**src/rtl/pamu_pkg.sv**
```systemverilog
// ----------------------------------------------------------------------------
// pamu_pkg: shared definitions for the pitot airspeed moving average unit
// Widths, reset values, register indexes and the types that pass between the
// front end, the pending queue and the back end.
// ----------------------------------------------------------------------------
package pamu_pkg;

   localparam int PRESSURE_W   = 18;
   localparam int OFFSET_W     = 16;
   localparam int GAIN_W       = 10;
   localparam int SPEED_W      = 17;
   localparam int RADICAND_W   = 17;
   localparam int ROOT_W       = 9;
   localparam int ROOT_STEPS   = 9;
   localparam int PRODUCT_W    = ROOT_W + GAIN_W;
   localparam int TOTAL_W      = 21;
   localparam int CSR_INDEX_W  = 2;
   localparam int CSR_DATA_W   = 16;
   localparam int QUEUE_DEPTH  = 2;

   localparam int DEFAULT_WINDOW_LENGTH = 10;

   localparam logic [OFFSET_W-1:0] ZERO_OFFSET_RESET = 16'd655;
   localparam logic [GAIN_W-1:0]   SPEED_GAIN_RESET  = 10'd240;
   localparam logic [SPEED_W-1:0]  SPEED_MAX         = '1;

   localparam logic [CSR_INDEX_W-1:0] CSR_ZERO_OFFSET = 2'd0;
   localparam logic [CSR_INDEX_W-1:0] CSR_SPEED_GAIN  = 2'd1;

   typedef enum logic [2:0] {
      BK_IDLE,
      BK_ROOT,
      BK_MUL,
      BK_ACC,
      BK_DIV,
      BK_OUT
   } back_state_type;

   typedef struct packed {
      logic                  push;
      logic [RADICAND_W-1:0] radicand;
   } queue_write_type;

   typedef struct packed {
      logic                  valid;
      logic [RADICAND_W-1:0] radicand;
   } queue_read_type;

endpackage

```
**src/rtl/pitot_airspeed_moving_average_unit.sv**
```systemverilog
// ----------------------------------------------------------------------------
// pitot_airspeed_moving_average_unit: pitot airspeed with moving average
// Converts differential pitot pressure samples to speed and reports the mean
// of the most recent WINDOW_LENGTH speeds.
// ----------------------------------------------------------------------------
// Each input transaction carries one signed Q16 psi pressure sample and
// produces exactly one result transaction with the windowed mean speed in
// 1/256 mph. Negative samples count as zero speed; otherwise the zero offset
// is removed (floored at zero), the floor square root is taken, scaled by the
// speed gain and saturated to 17 bits. The history ring and running total
// start cleared after reset. For each transaction the back end takes it from
// the queue, runs the bit-serial square root, does the gain multiply, updates
// the ring and total, forms the mean with the reciprocal multiply and loads
// the result register; the square root iterations take most of that time. It
// takes no new transaction before that load, and waits at the load while an
// earlier result is not yet popped. A two-entry queue sits between the
// intake and the back end, so new samples are taken while a result waits to
// be popped. Configuration writes to zero_offset (index 0) and speed_gain
// (index 1) take effect at once and belong to idle periods; other indexes
// are ignored.
// ----------------------------------------------------------------------------
module pitot_airspeed_moving_average_unit
   import pamu_pkg::*;
#(
   parameter int WINDOW_LENGTH = DEFAULT_WINDOW_LENGTH
)
(
   input  logic                         clock,
   input  logic                         reset,
   input  logic                         req_push,
   output logic                         req_full,
   input  logic signed [PRESSURE_W-1:0] req_pressure_sample,
   output logic                         rsp_empty,
   input  logic                         rsp_pop,
   output logic [SPEED_W-1:0]           rsp_average_speed,
   input  logic                         csr_write_enable,
   input  logic [CSR_INDEX_W-1:0]       csr_index,
   input  logic [CSR_DATA_W-1:0]        csr_write_data
);

   // Configuration registers, written directly by the CSR port.
   logic [OFFSET_W-1:0] zero_offset_ff, zero_offset_in;
   logic [GAIN_W-1:0]   speed_gain_ff, speed_gain_in;

   queue_write_type queue_write;
   queue_read_type  queue_read;
   logic            queue_full;
   logic            queue_pop;

   always_comb begin
      zero_offset_in = zero_offset_ff;
      speed_gain_in  = speed_gain_ff;
      if (csr_write_enable) begin
         unique case (csr_index)
            CSR_ZERO_OFFSET: zero_offset_in = csr_write_data[OFFSET_W-1:0];
            CSR_SPEED_GAIN:  speed_gain_in  = csr_write_data[GAIN_W-1:0];
            default: begin
               // Writes to unassigned indexes are dropped.
            end
         endcase
      end
   end

   always_ff @(posedge clock) begin
      if (reset) begin
         zero_offset_ff <= ZERO_OFFSET_RESET;
         speed_gain_ff  <= SPEED_GAIN_RESET;
      end else begin
         zero_offset_ff <= zero_offset_in;
         speed_gain_ff  <= speed_gain_in;
      end
   end

   // The intake is ready whenever the pending queue has room.
   assign req_full = queue_full;

   pamu_front u_front (
      .req_push            (req_push),
      .req_pressure_sample (req_pressure_sample),
      .zero_offset         (zero_offset_ff),
      .queue_full          (queue_full),
      .write_out           (queue_write)
   );

   pamu_queue u_queue (
      .clock    (clock),
      .reset    (reset),
      .write_in (queue_write),
      .pop      (queue_pop),
      .full     (queue_full),
      .read_out (queue_read)
   );

   pamu_back #(
      .WINDOW_LENGTH (WINDOW_LENGTH)
   ) u_back (
      .clock             (clock),
      .reset             (reset),
      .read_in           (queue_read),
      .queue_pop         (queue_pop),
      .speed_gain        (speed_gain_ff),
      .rsp_pop           (rsp_pop),
      .rsp_empty         (rsp_empty),
      .rsp_average_speed (rsp_average_speed)
   );

endmodule

```
**src/rtl/pamu_front.sv**
```systemverilog
// ----------------------------------------------------------------------------
// pamu_front: input classification
// Accepts pressure samples, zeroes negative ones and removes the zero offset,
// floored at zero, to form the radicand for the square root.
// ----------------------------------------------------------------------------
module pamu_front
   import pamu_pkg::*;
(
   input  logic                         req_push,
   input  logic signed [PRESSURE_W-1:0] req_pressure_sample,
   input  logic [OFFSET_W-1:0]          zero_offset,
   input  logic                         queue_full,
   output queue_write_type              write_out
);

   logic                  negative;
   logic [RADICAND_W-1:0] magnitude;
   logic [RADICAND_W-1:0] offset_ext;

   assign negative   = req_pressure_sample[PRESSURE_W-1];
   assign magnitude  = req_pressure_sample[RADICAND_W-1:0];
   assign offset_ext = {{(RADICAND_W-OFFSET_W){1'b0}}, zero_offset};

   always_comb begin
      write_out.push = req_push & ~queue_full;
      if (negative || (magnitude <= offset_ext)) begin
         write_out.radicand = '0;
      end else begin
         write_out.radicand = magnitude - offset_ext;
      end
   end

endmodule

```
**src/rtl/pamu_queue.sv**
```systemverilog
// ----------------------------------------------------------------------------
// pamu_queue: pending radicand queue
// A short FIFO that decouples sample intake from the square root back end.
// ----------------------------------------------------------------------------
module pamu_queue
   import pamu_pkg::*;
(
   input  logic            clock,
   input  logic            reset,
   input  queue_write_type write_in,
   input  logic            pop,
   output logic            full,
   output queue_read_type  read_out
);

   localparam int PTR_W   = (QUEUE_DEPTH > 1) ? $clog2(QUEUE_DEPTH) : 1;
   localparam int COUNT_W = $clog2(QUEUE_DEPTH + 1);

   logic [RADICAND_W-1:0] entry_ff [QUEUE_DEPTH];
   logic [PTR_W-1:0]      wr_ptr_ff, wr_ptr_in;
   logic [PTR_W-1:0]      rd_ptr_ff, rd_ptr_in;
   logic [COUNT_W-1:0]    count_ff, count_in;
   logic                  do_pop;

   assign full              = (count_ff == COUNT_W'(QUEUE_DEPTH));
   assign read_out.valid    = (count_ff != '0);
   assign read_out.radicand = entry_ff[rd_ptr_ff];
   assign do_pop            = pop & read_out.valid;

   always_comb begin
      wr_ptr_in = wr_ptr_ff;
      rd_ptr_in = rd_ptr_ff;
      count_in  = count_ff;
      if (write_in.push) begin
         wr_ptr_in = (wr_ptr_ff == PTR_W'(QUEUE_DEPTH - 1)) ? '0 : wr_ptr_ff + 1'b1;
      end
      if (do_pop) begin
         rd_ptr_in = (rd_ptr_ff == PTR_W'(QUEUE_DEPTH - 1)) ? '0 : rd_ptr_ff + 1'b1;
      end
      if (write_in.push && !do_pop) begin
         count_in = count_ff + 1'b1;
      end else if (!write_in.push && do_pop) begin
         count_in = count_ff - 1'b1;
      end
   end

   always_ff @(posedge clock) begin
      if (reset) begin
         wr_ptr_ff <= '0;
         rd_ptr_ff <= '0;
         count_ff  <= '0;
      end else begin
         wr_ptr_ff <= wr_ptr_in;
         rd_ptr_ff <= rd_ptr_in;
         count_ff  <= count_in;
      end
   end

   always_ff @(posedge clock) begin
      if (write_in.push) begin
         entry_ff[wr_ptr_ff] <= write_in.radicand;
      end
   end

endmodule

```
**src/rtl/pamu_back.sv**
```systemverilog
// ----------------------------------------------------------------------------
// pamu_back: speed computation and moving average
// Bit-serial square root, gain multiply with saturation, history ring update
// and a reciprocal multiply for the window mean, ending in a result register.
// ----------------------------------------------------------------------------
module pamu_back
   import pamu_pkg::*;
#(
   parameter int WINDOW_LENGTH = DEFAULT_WINDOW_LENGTH
)
(
   input  logic                clock,
   input  logic                reset,
   input  queue_read_type      read_in,
   output logic                queue_pop,
   input  logic [GAIN_W-1:0]   speed_gain,
   input  logic                rsp_pop,
   output logic                rsp_empty,
   output logic [SPEED_W-1:0]  rsp_average_speed
);

   localparam int SLOT_W = $clog2(WINDOW_LENGTH);
   localparam int CNT_W  = $clog2(ROOT_STEPS + 1);
   localparam logic [RADICAND_W-1:0] ROOT_TOP = RADICAND_W'(1) << (2 * (ROOT_STEPS - 1));

   // The mean is floor(total * RECIP / 2^DIV_SHIFT), with RECIP rounded up.
   // This is exact for every total below 2^TOTAL_W.
   localparam int DIV_SHIFT = TOTAL_W + $clog2(WINDOW_LENGTH);
   localparam int RECIP_W   = TOTAL_W + 1;
   localparam int SCALED_W  = TOTAL_W + RECIP_W;
   localparam longint unsigned RECIP_FULL =
      ((64'd1 << DIV_SHIFT) + 64'(WINDOW_LENGTH) - 64'd1) / 64'(WINDOW_LENGTH);
   localparam logic [RECIP_W-1:0] RECIP = RECIP_W'(RECIP_FULL);

   back_state_type        state_ff, state_in;
   logic [CNT_W-1:0]      cnt_ff, cnt_in;
   logic [RADICAND_W-1:0] rem_ff, rem_in;
   logic [RADICAND_W-1:0] res_ff, res_in;
   logic [RADICAND_W-1:0] bit_ff, bit_in;
   logic [SPEED_W-1:0]    speed_ff, speed_in;
   logic [SPEED_W-1:0]    history_ff [WINDOW_LENGTH];
   logic [SPEED_W-1:0]    history_in [WINDOW_LENGTH];
   logic [SLOT_W-1:0]     slot_ff, slot_in;
   logic [TOTAL_W-1:0]    total_ff, total_in;
   logic [SPEED_W-1:0]    quot_ff, quot_in;
   logic                  out_valid_ff, out_valid_in;
   logic [SPEED_W-1:0]    out_data_ff, out_data_in;

   logic [RADICAND_W:0]   trial;
   logic [PRODUCT_W-1:0]  product;
   logic [SCALED_W-1:0]   scaled;

   assign rsp_empty         = ~out_valid_ff;
   assign rsp_average_speed = out_data_ff;

   always_comb begin
      state_in     = state_ff;
      cnt_in       = cnt_ff;
      rem_in       = rem_ff;
      res_in       = res_ff;
      bit_in       = bit_ff;
      speed_in     = speed_ff;
      history_in   = history_ff;
      slot_in      = slot_ff;
      total_in     = total_ff;
      quot_in      = quot_ff;
      out_valid_in = out_valid_ff & ~rsp_pop;
      out_data_in  = out_data_ff;
      queue_pop    = 1'b0;

      trial   = {1'b0, res_ff} + {1'b0, bit_ff};
      product = res_ff[ROOT_W-1:0] * speed_gain;
      scaled  = total_ff * RECIP;

      unique case (state_ff)
         BK_IDLE: begin
            if (read_in.valid) begin
               queue_pop = 1'b1;
               rem_in    = read_in.radicand;
               res_in    = '0;
               bit_in    = ROOT_TOP;
               cnt_in    = '0;
               state_in  = BK_ROOT;
            end
         end
         BK_ROOT: begin
            if ({1'b0, rem_ff} >= trial) begin
               rem_in = rem_ff - trial[RADICAND_W-1:0];
               res_in = (res_ff >> 1) + bit_ff;
            end else begin
               res_in = res_ff >> 1;
            end
            bit_in = bit_ff >> 2;
            if (cnt_ff == CNT_W'(ROOT_STEPS - 1)) begin
               state_in = BK_MUL;
            end else begin
               cnt_in = cnt_ff + 1'b1;
            end
         end
         BK_MUL: begin
            if (product > PRODUCT_W'(SPEED_MAX)) begin
               speed_in = SPEED_MAX;
            end else begin
               speed_in = product[SPEED_W-1:0];
            end
            state_in = BK_ACC;
         end
         BK_ACC: begin
            total_in = total_ff - TOTAL_W'(history_ff[slot_ff]) + TOTAL_W'(speed_ff);
            history_in[slot_ff] = speed_ff;
            slot_in  = (slot_ff == SLOT_W'(WINDOW_LENGTH - 1)) ? '0 : slot_ff + 1'b1;
            state_in = BK_DIV;
         end
         BK_DIV: begin
            quot_in  = scaled[DIV_SHIFT +: SPEED_W];
            state_in = BK_OUT;
         end
         BK_OUT: begin
            if (!out_valid_ff || rsp_pop) begin
               out_valid_in = 1'b1;
               out_data_in  = quot_ff;
               state_in     = BK_IDLE;
            end
         end
         default: begin
            state_in = BK_IDLE;
         end
      endcase
   end

   always_ff @(posedge clock) begin
      if (reset) begin
         state_ff     <= BK_IDLE;
         cnt_ff       <= '0;
         slot_ff      <= '0;
         total_ff     <= '0;
         out_valid_ff <= 1'b0;
         for (int i = 0; i < WINDOW_LENGTH; i++) begin
            history_ff[i] <= '0;
         end
      end else begin
         state_ff     <= state_in;
         cnt_ff       <= cnt_in;
         slot_ff      <= slot_in;
         total_ff     <= total_in;
         out_valid_ff <= out_valid_in;
         history_ff   <= history_in;
      end
   end

   always_ff @(posedge clock) begin
      rem_ff      <= rem_in;
      res_ff      <= res_in;
      bit_ff      <= bit_in;
      speed_ff    <= speed_in;
      quot_ff     <= quot_in;
      out_data_ff <= out_data_in;
   end

endmodule
```
**config.mk**
```make
export PLATFORM = sky130hd
export DESIGN_NAME = pitot_airspeed_moving_average_unit
export DESIGN_NICKNAME = d
export VERILOG_FILES = /design/src/rtl/pamu_pkg.sv /design/src/rtl/pitot_airspeed_moving_average_unit.sv /design/src/rtl/pamu_front.sv /design/src/rtl/pamu_queue.sv /design/src/rtl/pamu_back.sv
export SDC_FILE = /design/constraint.sdc
export NUM_CORES = 2
export LEC_CHECK = 0
export BUFFER_PORTS_ARGS = -buffer_cell sky130_fd_sc_hd__buf_2
export CORE_MARGIN = 10
export CORE_UTILIZATION = 40
export DETAILED_ROUTE_END_ITERATION = 16
export PLACE_DENSITY = 0.64
export SYNTH_ARGS = -nofsm -noshare
export SYNTH_HDL_FRONTEND = slang
export SYNTH_SLANG_ARGS = --single-unit
```
**constraint.sdc**
```tcl
create_clock -name clock -period 7.7 [get_ports clock]
set_clock_uncertainty 0.05 [all_clocks]
set_input_delay 1.155 -clock clock [delete_from_list [all_inputs] [get_ports clock]]
set_output_delay 1.155 -clock clock [all_outputs]
set_load 0.01 [all_outputs]
```
* Word level (Yosys, flattened, before mapping)
Memory sizes are Yosys's and may differ from the RTL's. A register that Yosys moved wholly into a read port is not among the register bits.
Index checks and enable logic that the tools add are counted.
** Word-level totals
- Memories :: 1
- Input bits :: 41
- Bits in registers :: 335
- Output and inout port bits :: 19
- Memory bits (writable) :: 34
- Word-level logic and storage cells :: 122
** Operators by class
- Add/sub/neg operators :: 12
- Mux-type cells :: 35
- Reductions and logical operators :: 20
- $lt $le $gt $ge :: 5
- $mul :: 2
- Bitwise gates (word level) :: 7
- Equality and inequality tests :: 14
** Memory list
- u_queue.entry_ff :: words 2, bits a word 17, read ports 1, clocked after Yosys merged registers in 1, write ports 1, line pamu_queue.sv:19 : logic [RADICAND_W-1:0] entry_ff [QUEUE_DEPTH];
** Operators with widths (count)
- bitwise mux 170 bit :: 1
- two-way mux 17 bit :: 9
- case mux 17 bit (2 select lines) :: 3
- binary-select mux 17 bit (select 4 bit) :: 1
- demux 17 bit (select 4 bit) :: 1
- multiplier 21 x 20 -> 40 bit (second input constant) :: 1
- adder 21 x 17 -> 21 bit :: 1
- subtractor 21 x 17 -> 21 bit :: 1
- > comparator 19 x 17 -> 1 bit (second input constant) :: 1
- multiplier 9 x 10 -> 19 bit :: 1
- adder 17 x 17 -> 18 bit :: 1
- greater-or-equal comparator 17 x 18 -> 1 bit :: 1
- case mux 3 bit (6 select lines) :: 1
- adder 16 x 17 -> 17 bit :: 1
- less-or-equal comparator 17 x 16 -> 1 bit :: 1
- subtractor 17 x 16 -> 17 bit :: 1
- subtractor 17 bit :: 1
- two-way mux 4 bit :: 3
- two-way mux 1 bit :: 10
- two-way mux 3 bit :: 3
- AND reduction 3 bit :: 3
- adder 4 x 1 -> 4 bit (second input constant) :: 2
- equality test 4 bit (second input constant) :: 2
- case mux 4 bit (2 select lines) :: 1
- other kinds (23) :: 44

* Depth between registers and ports, before layout
- Word-level depth :: 7
- Gate-level depth with buffers :: 22
- Mapped depth without buffers :: 22

* Modules after synthesis
A second synthesis with hierarchy kept.
** Unflattened totals
- Cell total of the unflattened synthesis :: 3092
- Area, all modules :: 28971.5 um^2
** Modules (own cells, without submodules)
- pamu_back :: sequential area each 6886.6 um^2, area an instance 25264.2 um^2, instances 1, cells an instance 2742
- pamu_queue :: sequential area each 1121.1 um^2, area an instance 1436.4 um^2, instances 1, cells an instance 75
- pitot_airspeed_moving_average_unit :: sequential area each 520.5 um^2, area an instance 1139.8 um^2, instances 1, cells an instance 113
- pamu_front :: sequential area each 0.0 um^2, area an instance 1131.1 um^2, instances 1, cells an instance 162

* Least setup slack after synthesis
Ideal clock, no wire load.
- Kind :: register to register
- From :: register u_back.total_ff[2]
- To :: register u_back.quot_ff[16] (data pin)
- Arrival :: 5.837 ns
- Setup time :: 0.260 ns
- Path slack :: 1.553 ns
- Period minus slack after synthesis :: 6.147 ns
- Cell stages (with the launch flop) :: 20
- Required time :: 7.390 ns
- Path buffers :: 0
- Path through :: dfxtp_1 > ha_1 > xor2_1 > ha_1 > fa_1 > fa_1 > fa_1 > fa_1 > inv_1 > fa_1 > inv_1 > ha_1 > a21oi_1 > o21ai_0 > a2111oi_1 > a31oi_1 > o31a_1 > a211o_1 > a21oi_1 > xnor2_1
** Between the ends
- Word-level cells in the longest chain between the ends :: 1
** RTL lines
- start, declared :: line pamu_back.sv:44 : logic [TOTAL_W-1:0] total_ff, total_in;
- start signal, assigned :: line pamu_back.sv:145 : total_ff <= total_in;
- multiplier 21 x 20 -> 40 bit :: line pamu_back.sv:73 : scaled = total_ff * RECIP;
- via u_back.scaled[41] :: line pamu_back.sv:51 : logic [SCALED_W-1:0] scaled;
- end signal, assigned :: line pamu_back.sv:156 : quot_ff <= quot_in;
- end, declared :: line pamu_back.sv:45 : logic [SPEED_W-1:0] quot_ff, quot_in;
The timed path passes the listed nets, and every way through them passes these cells.
A chain may end at the register's enable or synchronous reset.

* Final worst setup path
- From :: register u_back.total_ff[18]
- To :: register u_back.quot_ff[16] (data pin)
The elaborated chain is that of the path after synthesis.

==> summary.md <==
| Metric | Value |
|---|---|
| Hold Vio Cnt, Final | 0 |
| CP Max Fanout | 6 |
| Avg WL per Cell | 16.3 um |
| Vias per cell | 5.14 |
| Post-CTS Resized | 0 |
| CORE AREA | 0.0700 mm^2 |
| I/O pin cnt | 60 |
| DR iter-0 viols | 1,282 |
| Worst Hold Path EP | u_back.rsp_average_speed[14] |
| Layout cells sized above 1 | 7.32% |
| Area leader, netlist | dfxtp_1 |
| Largest cells by area after synthesis | dfxtp_1 17%, fa_1 15%, ha_1 14% |
| Async SR Flop Fraction | 0% |
| CP startpoint kind | flop |
| GPL Wtd Cong | 0.917 |
| Min-delay worst type | reg2reg |
| Pin count of the biggest net entering global routing | 129 |
| Synth Area in XOR/XNOR | 3.34% |
| Global route hottest layer | met2 |
| CP endpoint kind | flop |
| Worst EP required | 7.98 ns |
| RSZ-0062 raised after global routing | false |
| Compound-cell area share of the yosys netlist | 12.1% |
| Met2 GRT Util | 26.2% |
| CTS tree | yes |
| Fin crit period | 6.79 ns |
| Worst r2r path cells | 22 |
| Synthesis warning total | 0 |
| Final #Nets | 3,626 |
| CP max stage cell | fa_1 |
| Initial core utilization | 40.4% |
| CP Class | reg2reg |
| Worst Tran Pin Value | 1.07 ns |
| Period utilization | 88.2% |
| Adder-Cell Fraction of Synth Area | 29.1% |
| GRT Overall Usage | 16.0% |
| Vias post-DR | 20,700 |
| Synth unique cells | 74 |
| DR pass1 iterations | 6 |
| LEAKAGE | 14.1 nW |
| Delay-heaviest family, CP | adder cells |
| Finished Core Util | 44.2% |
| Clock buffer depth | 3 |
| CTS Buf Count | 42 |
| Synth-to-Final Area Change | 9.34% |
| Gr ovfl total | 0 |
| Hold-fix buffers at CTS | 0 |
| Synth Cell Area | 0.0283 mm^2 |
| Die Width | 286 um |
| Clk slew on worst S/H paths | 0.06 ns |
| Cells after Synth | 3,067 |
| Die H | 286 um |
| Slew HR | 27.2% |
| Post CTS Setup Buffer Count | 0 |
| H-tree levels | 2 |
| Root Buffer | clkbuf_16 |
| Detailed Route WL | 65.6 mm |
| Max Slew Vio Count | 0 |
| Levels on crit path | 22 |
| Status | finished, final reports clean |
| Crit path DAT | 7.08 ns |
| Port Buf Inserts | 59 |
| Met1 GRT Util | 21.7% |
| EDFF count, synth | 128 |
| R2r endpoint | u_back.quot_ff[16] |
| Largest family of logic cells by synthesized area | adder cells |
| Count leader, synth | nand2_1 |
| Min-delay src | u_back.quot_ff[14] |
| R2R Setup Slk | 0.91 ns |
| Drc violations | 0 |
| Dpl hpwl | 48.8 mm |
| Total die area | 0.0817 mm^2 |
| Post-Syn Nets | 3,639 |
| Top FF cell, synth | dfxtp_1 |
| Pwr/cell area | 356 mW/mm^2 |
| Slowest cell delay on critical path | 0.55 ns |
| Worst path bufs/invs | 6 |
| Setup TNS | 0 ns |
| Smallest hold slack | 0.354 ns |
| Yosys reg bits | 362 |
| Yosys top cell area share | 16.6% |
| Vias in the first global route | 20,500 |
| Reg2reg start | u_back.total_ff[18] |
| Met3 usage | 2.44% |
| Total clock sinks | 362 |
| VDD IR-drop max | 451 uV |
| Syn Area/Cell | 9.22 um^2 |
| Core Rows | 97 |
| Max-Cap Viols | 0 |
| Fmax | 147 MHz |
| Final setup fails | 0 |
| Multiplexer area fraction after synthesis | 3.88% |
| CP Cell Sequence | inv_1 -> ha_1 -> inv_1 -> fa_1 -> ha_1 -> inv_1 -> fa_1 -> inv_1 -> fa_1 -> fa_1 -> inv_1 -> fa_1 -> inv_1 -> ha_1 -> a21oi_1 -> o21ai_0 -> a2111oi_1 -> a31oi_1 -> o31a_1 -> a211o_1 -> a21oi_1 -> xnor2_1 |
| Post-Synth Simple-Gate Area | 14.2% |
| Clock latency on the worst-skew pair | 0.58 ns |
| Hold path cells | 0 |
| ANT nets after route | 0 |
| Global-route wire length before repair | 108 mm |
| Antenna violations before repair | 1 |
| Synth top cells by count | 539 x nand2_1, 400 x inv_1, 318 x ha_1 |
| Critical Path Most Common Cell | inv_1 |
| Seq/Total Area, Yosys | 30.2% |
[cell families (layout without fill, tap and decap cells)]
logic type,Yosys count,after routing
other cells,0,1
fa+ha+maj,531,531
xor+xnor,108,108
buf+inv,540,560
compound gates,563,563
mux,67,67
simple gates,896,896
flops,362,362
[worst max-delay path by stage]
stage | slack [ns] | from | to
after CTS | 0.88 | u_back.total_ff[18] | u_back.quot_ff[16]
after floorplan | 1.55 | u_back.total_ff[2] | u_back.quot_ff[16]
after global routing | 0.44 | u_back.total_ff[18] | u_back.quot_ff[10]
after detailed placement | 0.89 | u_back.total_ff[18] | u_back.quot_ff[16]
final | 0.91 | u_back.total_ff[18] | u_back.quot_ff[16]
after global placement | 0.95 | u_back.total_ff[18] | u_back.quot_ff[16]
[placed cells by master, fill, tap and decap left out, types with 14 or more instances in the layout]
cell       instances
fa_1             213
a22oi_1           18
clkbuf_16         42
nand2b_1          19
buf_2             58
a211oi_1          22
a21oi_1          281
xor2_1            57
nand3b_1          14
edfxtp_1         128
nand3_1           22
and3_1            17
xnor2_1           51
a21o_1            41
inv_1            400
a31oi_1           18
nor3_1            26
buf_4             24
o21a_1            17
dfxtp_1          232
mux4_2            34
o21ai_0           77
mux2i_1           33
nor2b_1           15
nor2_1           104
and2_1            75
ha_1             318
nand2_1          539
[routing by layer]
layer	share of wire, %	up-vias
li1	-	10200
met2	47	431
met1	46	9979
met5	0.020	-
met3	4.9	100
met4	2.4	2
[power breakdown]
part	total [mW]	internal [mW]	switching (mW)	leakage, nW
clock	2.14	1.28	0.855	0.721
combinational	5.95	2.54	3.40	10.2
sequential	2.92	2.50	0.416	3.10
[area by class of cell]
cell class / instances / area, um^2
fill: 6835 / 39100
multi-input combinational: 2165 / 17700
sequential: 362 / 8530
inverter: 400 / 1500
tap: 940 / 1180
clock buffer: 56 / 1170
timing repair buffer: 83 / 482
clock inverter: 21 / 313
antenna: 1 / 2.50
[registers in the layout, indices dropped and copies added, names as in the netlist, 2 cells and up, named ones only]
| signal | flops |
|---|---|
| u_queue.entry_ff | 34 |
| zero_offset_ff | 16 |
| u_back.rem_ff | 17 |
| u_queue.count_ff | 2 |
| u_back.bit_ff | 9 |
| u_back.cnt_ff | 4 |
| u_back.slot_ff | 4 |
| u_back.quot_ff | 17 |
| u_back.history_ff | 170 |
| u_back.speed_ff | 17 |
| u_back.state_ff | 3 |
| u_back.total_ff | 21 |
| u_back.res_ff | 17 |
| u_back.rsp_average_speed | 17 |
| speed_gain_ff | 10 |
[through the flow]
| step | total power, mW | area [um^2] | setup slack [ns] | std cells |
|---|---|---|---|---|
| after floorplan | 7.61 | 28300 | 1.55 | 3067 |
| after global placement | 8.83 | 29400 | 0.955 | 3950 |
| after detailed placement | 8.88 | 29400 | 0.893 | 3950 |
| after CTS | 11.1 | 30900 | 0.883 | 4027 |
| after global routing | 12.1 | 30900 | 0.440 | 4027 |
| final | 11.0 | 30900 | 0.905 | 4028 |
Note: power is estimated with default switching activity, not from simulation.
